==> src/rtl/counting_semaphore_table_unit_defines.svh <==
// Assertion macros for the counting semaphore table unit.
`ifndef COUNTING_SEMAPHORE_TABLE_UNIT_DEFINES_SVH
`define COUNTING_SEMAPHORE_TABLE_UNIT_DEFINES_SVH

`ifndef SYNTHESIS
`define CSTU_ASSERT_SAME(label, ante, cons) \
	label: assert property (@(posedge clk) disable iff (!arst_n) (ante) |-> (cons)) \
	else $error("Same-cycle implication failed.");
`define CSTU_ASSERT_NEXT(label, ante, cons) \
	label: assert property (@(posedge clk) disable iff (!arst_n) (ante) |=> (cons)) \
	else $error("Next-cycle implication failed.");
`else
`define CSTU_ASSERT_SAME(label, ante, cons)
`define CSTU_ASSERT_NEXT(label, ante, cons)
`endif

`endif

==> src/rtl/cstu_pkg.sv <==
// Package with codes, widths and types for the counting semaphore table unit.
package cstu_pkg;

	localparam int SEMAPHORES_DEFAULT = 16;
	localparam int TASKS_DEFAULT = 16;

	localparam int CMD_W = 3;
	localparam int ID_W = 5;
	localparam int CNT_W = 16;
	localparam int TASK_W = 4;
	localparam int STATUS_W = 4;

	localparam logic [CMD_W-1:0] CMD_CREATE_FREE = 3'd0;
	localparam logic [CMD_W-1:0] CMD_CREATE_AT = 3'd1;
	localparam logic [CMD_W-1:0] CMD_DELETE = 3'd2;
	localparam logic [CMD_W-1:0] CMD_SIGNAL = 3'd3;
	localparam logic [CMD_W-1:0] CMD_WAIT = 3'd4;

	localparam logic [STATUS_W-1:0] ST_OK = 4'd0;
	localparam logic [STATUS_W-1:0] ST_PAR = 4'd1;
	localparam logic [STATUS_W-1:0] ST_NOID = 4'd2;
	localparam logic [STATUS_W-1:0] ST_ID = 4'd3;
	localparam logic [STATUS_W-1:0] ST_OBJ = 4'd4;
	localparam logic [STATUS_W-1:0] ST_NOEXS = 4'd5;
	localparam logic [STATUS_W-1:0] ST_QOVR = 4'd6;
	localparam logic [STATUS_W-1:0] ST_BLOCKED = 4'd7;
	localparam logic [STATUS_W-1:0] ST_QFULL = 4'd8;
	localparam logic [STATUS_W-1:0] ST_DLT = 4'd9;

	typedef enum logic [2:0] {
		S_IDLE,
		S_READ,
		S_POP,
		S_DEL,
		S_DEL_END
	} cstu_state_t;

endpackage

==> src/rtl/counting_semaphore_table_unit.sv <==
// Counting semaphore table: command sequencer around a record RAM and a waiter RAM.
// Create, bad-ID, bad-parameter, missing-semaphore: result in the cycle after accept, busy low.
// Signal and wait: result registered out of S_READ, or out of S_POP when signal wakes a waiter; busy
// holds the next transaction off until the edge that ends the last result of the command.
// Delete with n waiters: n + 1 results, one per cycle, the first out of S_READ when n is 0
// and out of S_DEL otherwise. Reset clears the allocation map; no RAM clearing.
`include "counting_semaphore_table_unit_defines.svh"

module counting_semaphore_table_unit
	import cstu_pkg::*;
#(
	parameter int SEMAPHORES = SEMAPHORES_DEFAULT,
	parameter int TASKS = TASKS_DEFAULT
) (
	input  logic                clk,
	input  logic                arst_n,
	input  logic                start,
	output logic                busy,
	input  logic [CMD_W-1:0]    command,
	input  logic [ID_W-1:0]     sem_id,
	input  logic [CNT_W-1:0]    initial_count,
	input  logic [CNT_W-1:0]    max_count,
	input  logic [TASK_W-1:0]   task_id,
	output logic                result_valid,
	output logic [STATUS_W-1:0] status,
	output logic [ID_W-1:0]     result_id,
	output logic                woken_valid,
	output logic [TASK_W-1:0]   woken_task,
	output logic                last
);

	localparam int SW = (SEMAPHORES > 1) ? $clog2(SEMAPHORES) : 1;
	localparam int QW = $clog2(TASKS);
	localparam int OW = $clog2(TASKS + 1);
	localparam int WDEPTH = SEMAPHORES * TASKS;
	localparam int WAW = $clog2(WDEPTH);
	localparam int REC_W = 2 * CNT_W + QW + OW;

	function automatic logic [QW-1:0] q_inc(input logic [QW-1:0] h);
		return (int'(h) == TASKS - 1) ? '0 : QW'(int'(h) + 1);
	endfunction

	function automatic logic [QW-1:0] q_tail(input logic [QW-1:0] h, input logic [OW-1:0] o);
		int sum;
		sum = int'(h) + int'(o);
		if (sum >= TASKS) begin
			sum = sum - TASKS;
		end
		return QW'(sum);
	endfunction

	function automatic logic [WAW-1:0] w_addr(input logic [SW-1:0] s, input logic [QW-1:0] q);
		return WAW'(int'(s) * TASKS + int'(q));
	endfunction

	cstu_state_t state_q, state_d;

	logic [SEMAPHORES-1:0] in_use_q;
	logic [CMD_W-1:0] cmd_q;
	logic [ID_W-1:0] id_q;
	logic [SW-1:0] s_q;
	logic [TASK_W-1:0] task_q;
	logic [QW-1:0] head_q, head_d;
	logic [OW-1:0] occ_q, occ_d;

	logic result_valid_q;
	logic [STATUS_W-1:0] status_q;
	logic [ID_W-1:0] result_id_q;
	logic woken_valid_q;
	logic [TASK_W-1:0] woken_task_q;
	logic last_q;

	logic emit;
	logic [STATUS_W-1:0] o_status;
	logic [ID_W-1:0] o_id;
	logic o_wv;
	logic [TASK_W-1:0] o_wt;
	logic o_last;

	logic rec_we, rec_re;
	logic [SW-1:0] rec_waddr, rec_raddr;
	logic [REC_W-1:0] rec_wdata, rec_rdata;
	logic [CNT_W-1:0] cnt_r, max_r;
	logic [QW-1:0] head_r;
	logic [OW-1:0] occ_r;

	logic w_we, w_re;
	logic [WAW-1:0] w_waddr, w_raddr;
	logic [TASK_W-1:0] w_rdata;

	logic map_set, map_clr;
	logic [SW-1:0] map_idx;

	logic accept;
	logic id_ok, bad_par, free_found;
	logic [SW-1:0] in_s, free_idx;

	assign accept = start && (state_q == S_IDLE);
	assign busy = (state_q != S_IDLE);
	assign id_ok = (sem_id != '0) && (int'(sem_id) <= SEMAPHORES);
	assign in_s = id_ok ? SW'(sem_id - 5'd1) : '0;
	assign bad_par = (max_count == '0) || (max_count < initial_count);
	assign {cnt_r, max_r, head_r, occ_r} = rec_rdata;

	always_comb begin
		free_found = 1'b0;
		free_idx = '0;
		for (int i = SEMAPHORES - 1; i >= 0; i--) begin
			if (!in_use_q[i]) begin
				free_found = 1'b1;
				free_idx = SW'(i);
			end
		end
	end

	cstu_ram #(.WIDTH(REC_W), .DEPTH(SEMAPHORES)) u_rec_ram (
		.clk(clk),
		.we(rec_we),
		.waddr(rec_waddr),
		.wdata(rec_wdata),
		.re(rec_re),
		.raddr(rec_raddr),
		.rdata(rec_rdata)
	);

	cstu_ram #(.WIDTH(TASK_W), .DEPTH(WDEPTH)) u_waiter_ram (
		.clk(clk),
		.we(w_we),
		.waddr(w_waddr),
		.wdata(task_q),
		.re(w_re),
		.raddr(w_raddr),
		.rdata(w_rdata)
	);

	always_comb begin
		state_d = state_q;
		emit = 1'b0;
		o_status = ST_OK;
		o_id = id_q;
		o_wv = 1'b0;
		o_wt = '0;
		o_last = 1'b1;
		rec_we = 1'b0;
		rec_waddr = s_q;
		rec_wdata = {cnt_r, max_r, head_r, occ_r};
		rec_re = 1'b0;
		rec_raddr = in_s;
		w_we = 1'b0;
		w_waddr = w_addr(s_q, q_tail(head_r, occ_r));
		w_re = 1'b0;
		w_raddr = w_addr(s_q, head_r);
		map_set = 1'b0;
		map_clr = 1'b0;
		map_idx = s_q;
		head_d = head_q;
		occ_d = occ_q;
		case (state_q)
			S_IDLE: begin
				if (start) begin
					emit = 1'b1;
					o_id = '0;
					case (command)
						CMD_CREATE_FREE: begin
							if (bad_par) begin
								o_status = ST_PAR;
							end else if (!free_found) begin
								o_status = ST_NOID;
							end else begin
								rec_we = 1'b1;
								rec_waddr = free_idx;
								rec_wdata = {initial_count, max_count, {QW{1'b0}}, {OW{1'b0}}};
								map_set = 1'b1;
								map_idx = free_idx;
								o_id = ID_W'(int'(free_idx) + 1);
							end
						end
						CMD_CREATE_AT: begin
							if (!id_ok) begin
								o_status = ST_ID;
							end else begin
								o_id = sem_id;
								if (bad_par) begin
									o_status = ST_PAR;
								end else if (in_use_q[in_s]) begin
									o_status = ST_OBJ;
								end else begin
									rec_we = 1'b1;
									rec_waddr = in_s;
									rec_wdata = {initial_count, max_count, {QW{1'b0}}, {OW{1'b0}}};
									map_set = 1'b1;
									map_idx = in_s;
								end
							end
						end
						CMD_DELETE, CMD_SIGNAL, CMD_WAIT: begin
							if (!id_ok) begin
								o_status = ST_ID;
							end else if (!in_use_q[in_s]) begin
								o_status = ST_NOEXS;
								o_id = sem_id;
							end else begin
								emit = 1'b0;
								rec_re = 1'b1;
								state_d = S_READ;
							end
						end
						default: begin
							o_status = ST_PAR;
						end
					endcase
				end
			end
			S_READ: begin
				state_d = S_IDLE;
				case (cmd_q)
					CMD_SIGNAL: begin
						if (cnt_r == max_r) begin
							emit = 1'b1;
							o_status = ST_QOVR;
						end else if (occ_r != '0) begin
							w_re = 1'b1;
							rec_we = 1'b1;
							rec_wdata = {cnt_r, max_r, q_inc(head_r), occ_r - 1'b1};
							state_d = S_POP;
						end else begin
							emit = 1'b1;
							rec_we = 1'b1;
							rec_wdata = {cnt_r + 16'd1, max_r, head_r, occ_r};
						end
					end
					CMD_WAIT: begin
						emit = 1'b1;
						if (cnt_r != '0) begin
							rec_we = 1'b1;
							rec_wdata = {cnt_r - 16'd1, max_r, head_r, occ_r};
						end else if (int'(occ_r) >= TASKS) begin
							o_status = ST_QFULL;
						end else begin
							w_we = 1'b1;
							rec_we = 1'b1;
							rec_wdata = {cnt_r, max_r, head_r, occ_r + 1'b1};
							o_status = ST_BLOCKED;
						end
					end
					CMD_DELETE: begin
						if (occ_r == '0) begin
							emit = 1'b1;
							map_clr = 1'b1;
						end else begin
							w_re = 1'b1;
							head_d = q_inc(head_r);
							occ_d = occ_r - 1'b1;
							state_d = S_DEL;
						end
					end
					default: begin
						state_d = S_IDLE;
					end
				endcase
			end
			S_POP: begin
				emit = 1'b1;
				o_wv = 1'b1;
				o_wt = w_rdata;
				state_d = S_IDLE;
			end
			S_DEL: begin
				emit = 1'b1;
				o_status = ST_DLT;
				o_wv = 1'b1;
				o_wt = w_rdata;
				o_last = 1'b0;
				if (occ_q != '0) begin
					w_re = 1'b1;
					w_raddr = w_addr(s_q, head_q);
					head_d = q_inc(head_q);
					occ_d = occ_q - 1'b1;
				end else begin
					state_d = S_DEL_END;
				end
			end
			S_DEL_END: begin
				emit = 1'b1;
				map_clr = 1'b1;
				state_d = S_IDLE;
			end
			default: begin
				state_d = S_IDLE;
			end
		endcase
	end

	always_ff @(posedge clk or negedge arst_n) begin
		if (!arst_n) begin
			state_q <= S_IDLE;
		end else begin
			state_q <= state_d;
		end
	end

	always_ff @(posedge clk or negedge arst_n) begin
		if (!arst_n) begin
			in_use_q <= '0;
			result_valid_q <= 1'b0;
		end else begin
			result_valid_q <= emit;
			if (map_set) begin
				in_use_q[map_idx] <= 1'b1;
			end else if (map_clr) begin
				in_use_q[map_idx] <= 1'b0;
			end
		end
	end

	always_ff @(posedge clk) begin
		if (accept) begin
			cmd_q <= command;
			id_q <= sem_id;
			s_q <= in_s;
			task_q <= task_id;
		end
		head_q <= head_d;
		occ_q <= occ_d;
		status_q <= o_status;
		result_id_q <= o_id;
		woken_valid_q <= o_wv;
		woken_task_q <= o_wt;
		last_q <= o_last;
	end

	assign result_valid = result_valid_q;
	assign status = status_q;
	assign result_id = result_id_q;
	assign woken_valid = woken_valid_q;
	assign woken_task = woken_task_q;
	assign last = last_q;

	// A delete reports its waiters back to back and always ends with a final result.
	`CSTU_ASSERT_NEXT(a_del_stream_continues, result_valid && !last, result_valid)
	`CSTU_ASSERT_SAME(a_non_last_is_release, result_valid && !last,
		woken_valid && (status == ST_DLT))
	`CSTU_ASSERT_NEXT(a_accept_no_early_release, start && !busy, !result_valid || last)

endmodule

==> src/rtl/cstu_ram.sv <==
// Generic single-port-write, registered-read RAM.
module cstu_ram #(
	parameter int WIDTH = 8,
	parameter int DEPTH = 16
) (
	input  logic                                   clk,
	input  logic                                   we,
	input  logic [(DEPTH > 1 ? $clog2(DEPTH) : 1)-1:0] waddr,
	input  logic [WIDTH-1:0]                       wdata,
	input  logic                                   re,
	input  logic [(DEPTH > 1 ? $clog2(DEPTH) : 1)-1:0] raddr,
	output logic [WIDTH-1:0]                       rdata
);

	logic [WIDTH-1:0] mem [DEPTH];
	logic [WIDTH-1:0] rdata_q;

	always_ff @(posedge clk) begin
		if (we) begin
			mem[waddr] <= wdata;
		end
		if (re) begin
			rdata_q <= mem[raddr];
		end
	end

	assign rdata = rdata_q;

endmodule

==> config.mk <==
export PLATFORM = sky130hd
export DESIGN_NAME = counting_semaphore_table_unit
export DESIGN_NICKNAME = d
export VERILOG_FILES = /design/src/rtl/cstu_pkg.sv /design/src/rtl/counting_semaphore_table_unit.sv /design/src/rtl/cstu_ram.sv
export VERILOG_INCLUDE_DIRS = /design/src /design/src/rtl
export SDC_FILE = /design/constraint.sdc
export NUM_CORES = 2
export LEC_CHECK = 0
export BUFFER_PORTS_ARGS = -buffer_cell sky130_fd_sc_hd__buf_2
export CAP_MARGIN = 20
export CELL_PAD_IN_SITES_DETAIL_PLACEMENT = 1
export CELL_PAD_IN_SITES_GLOBAL_PLACEMENT = 2
export CORE_ASPECT_RATIO = 1.2
export CORE_MARGIN = 2
export CORE_UTILIZATION = 50
export CTS_BUF_LIST = sky130_fd_sc_hd__clkbuf_8
export CTS_CLUSTER_SIZE = 16
export DETAILED_ROUTE_END_ITERATION = 8
export PLACE_DENSITY_LB_ADDON = 0.1
export SETUP_SLACK_MARGIN = 0.3
export SLEW_MARGIN = 20
export SYNTH_ARGS = -nofsm -noshare
export SYNTH_HDL_FRONTEND = slang
export SYNTH_SLANG_ARGS = --single-unit
==> constraint.sdc <==
create_clock -name clk -period 10.5 [get_ports clk]
set_input_delay 2.1 -clock clk [delete_from_list [all_inputs] [get_ports clk]]
set_output_delay 2.1 -clock clk [all_outputs]
set_load 0.02 [all_outputs]
==> impl_metrics.py <==
metrics = {
    "place": {
        "dp_cells": 6852,
        "port_buffers": 63,
        "hpwlAfterDp_um": 146000,
        "gp_congestion": 0.887,
    },
    "yosys": {
        "synth_nets": 5121,
        "yosysTopAreaCell": "edfxtp_1",
        "ys_warn_count": 0,
        "async_reset_ff_share_pct": 1.12,
        "synth_edf_count": 1750,
        "synthesis.instances": 5044,
        "syn_area_sq_mm": 0.0741,
        "syn_area_per_cell_sq_um": 14.7,
        "synth_seq_area_share_pct": 72.0,
        "yosysMostFrequentCell": "edfxtp_1",
        "yosysUniqueCellTypes": 97,
        "synthFlopType": "edfxtp_1",
        "yosys_register_bits": 1785,
        "yosysTopAreaCellShare_pct": 70.9,
        "synth_top_cells_by_count": "edfxtp_1, nand2_1, nor2_1, mux2i_1, clkbuf_1",
        "yosys-top-cells-area": "edfxtp_1, mux2i_1, nand2_1",
    },
    "critical_path": {
        "crit_required_ns": 11.14,
        "critPathBufInv": 4,
        "cp-start-kind": "input port",
        "critPathMostFrequentCell": "ha_1",
        "critPathKind": "input port to flip-flop",
        "crit_slowest_cell": "clkinv_2",
        "path_max_fanout": 88,
        "rrSetupSlack_ns": 4.25,
        "crit_family": "buffers and inverters",
        "cpPeakStageDelay_ns": 0.74,
        "setup.worst_path.end_class": "flip-flop",
        "worstPathCellList": "buf_8, inv_2, ha_1, nor3b_1, ha_1, a21o_4, clkinv_2, a31oi_1, a22oi_1, o311a_1, nor4_2, or3b_1, nor2_4, buf_4",
        "arrival_ns": 8.73,
    },
    "floorplan": {
        "coreArea_sq_mm": 0.147,
        "initial_core_util_pct": 50.4,
        "num_rows": 154,
        "die_area_sq_mm": 0.151,
        "fp.dieW_um": 356,
        "pin_count": 64,
        "fp.dieH_um": 426,
    },
    "outcome": {
        "outcome": "completed",
    },
    "finish": {
        "final_cells": 7357,
        "syn2layout_area_growth_pct": 10.4,
        "nets": 5278,
        "drive_gt1_share_pct": 13.4,
    },
    "grt": {
        "grt_max_degree": 192,
        "grt_pass1_wl_um": 350000,
        "antenna_found_initial": 7,
        "grt-ovfl-total": 0,
        "grt_pass1_vias": 49328,
        "grt_util_all_layers_pct": 32.2,
    },
    "drt": {
        "routed_wirelength_um": 243000,
        "via_per_inst": 6.41,
        "dr.pass1.iters": 7,
        "wire_per_inst_um": 33.1,
        "drt_iter0_markers": 4753,
        "ant_nets": 0,
        "drc": 0,
        "dr_total_vias": 47160,
    },
    "timing": {
        "setup_tns_ns": 0,
        "rsz0062_at_grt": "no",
        "fin_crit_ns": 8.09,
        "tightest_slew_ns": 1.23,
        "finalHoldViolations": 0,
        "clock_skew_ns": 0.0449,
        "period_share_pct": 77.1,
        "setup_viol": 0,
        "whs_ns": 0.443,
        "relSlewSlack_pct": 17.0,
        "drv_slew": 0,
        "fmax_ghz": 0.124,
    },
    "power": {
        "p_leak_nw": 27.2,
        "power_density_mw_per_mm2": 175,
        "peakVddDrop_v": 0.000152,
    },
    "clock_tree": {
        "cts.path.max_buffers": 4,
        "cts_hold_buf": 0,
        "cts.clk_slew.worst_paths_ns": 0.06,
        "cts_resized": 0,
        "cts_sinks": 1785,
        "tritoncts": "done",
        "cts_buffers": 296,
        "cts_max_level": 5,
        "insertion_delay_ns": 1.05,
        "root_buffer": "clkbuf_8",
        "post_cts_buffers": 0,
    },
    "worst_hold_path": {
        "hp-class": "flip-flop to flip-flop",
    },
    "job": {
        "max-cap-violations": 0,
    },
}
-- path summary, 6_finish.rpt --
kind	startpoint	end	cells after the start
worst max-delay path	sem_id[0]	u_rec_ram.mem[0][10]	14
worst min-delay path	id_q[4]	result_id[4]	1
worst max register to register	occ_q[0]	u_waiter_ram.rdata[0]	13
worst min register to register	id_q[4]	result_id[4]	1
max in group asynchronous	arst_n	state_q[0]	1
min in group asynchronous	arst_n	asynchronous set/reset pin	1
-- registers in the layout, indices dropped and copies added, names as in the netlist, named ones only --
signal	flops
u_waiter_ram.mem	1024
woken_valid	1
u_rec_ram.mem	656
state_q	3
result_valid	1
woken_task	4
status	4
head_q	4
occ_q	5
u_waiter_ram.rdata	4
u_rec_ram.rdata	41
result_id	5
cmd_q	3
id_q	5
last	1
s_q	4
task_q	4
-- cell type report --
type / instances / area [sq um]
fill: 13944 / 65100
sequential: 1785 / 53400
multi-input combinational: 2879 / 19400
clock buffer: 309 / 4250
tap: 1950 / 2440
timing repair buffer: 187 / 1330
clock inverter: 189 / 865
inverter: 52 / 208
antenna: 6 / 15.0
-- per-layer routing --
| layer | share of wire [%] | GRT usage [%] |
|---|---|---|
| met2 | 51 | 55.4 |
| met1 | 37 | 39.2 |
| met3 | 6.6 | 5.46 |
| met4 | 5.5 | 16.3 |
| met5 | 0.012 | 0 |
-- cell usage in the layout (no fill, tap or decap), drive strengths merged, types with 19 or more instances in the layout --
cell type	synthesis	layout
clkbuf	223	309
and3	79	79
a211oi	104	104
o21ai	100	100
nor4	43	43
mux2i	338	338
a31oi	68	68
ha	29	29
nand2	755	755
xor2	22	22
buf	105	187
edfxtp	1750	1750
a21oi	153	153
mux4	110	110
dfrtp	20	20
a22oi	39	39
nor3	38	38
a2111oi	19	19
a311oi	111	111
nor2	345	345
nand4	35	35
and2	54	54
clkinv	4	93
o22ai	52	52
a32oi	21	21
nand3	147	147
inv	48	140
-- worst register-to-register path, delay by kind of cell, from the launching register on --
kind	cells	cell delay [ns]
and+or+nand+nor	7	2.89
adders and majority gates	1	0.22
muxes	1	0.69
DFF	1	0.42
AOI/OAI and AO/OA	1	0.16
buffers and inverters	3	1.52
-- kinds of logic (layout without fill, tap and decap cells) --
group	after synthesis	count (layout)	synth area share, %
adders and majority gates	30	30	0.516
other	0	6	0
and+or+nand+nor	1558	1558	9.25
buffers and inverters	380	737	2.27
muxes	451	451	7.96
DFF	1785	1785	72.0
xor gates and xnor gates	33	33	0.390
AOI/OAI and AO/OA	807	807	7.66
-- power breakdown --
| part | internal, mW | switching (mW) | total (mW) | leakage, nW |
|---|---|---|---|---|
| sequential | 7.86 | 0.0208 | 7.89 | 16.1 |
| combinational | 0.226 | 0.650 | 0.875 | 8.16 |
| clock | 2.80 | 2.77 | 5.57 | 2.96 |
-- stage by stage --
step                area, sq um  worst slack, ns  utilization (%)  power, mW
finish                    81900             2.41             55.7       14.3
global route              81900             1.95             55.7       14.7
CTS                       81800             2.25             55.7       14.4
detailed placement        76700             1.14             52.2       8.90
global placement          76700             1.28             52.2       8.88
floorplan                 74100            0.522                -       8.52
(Power assumes the default switching activity.)
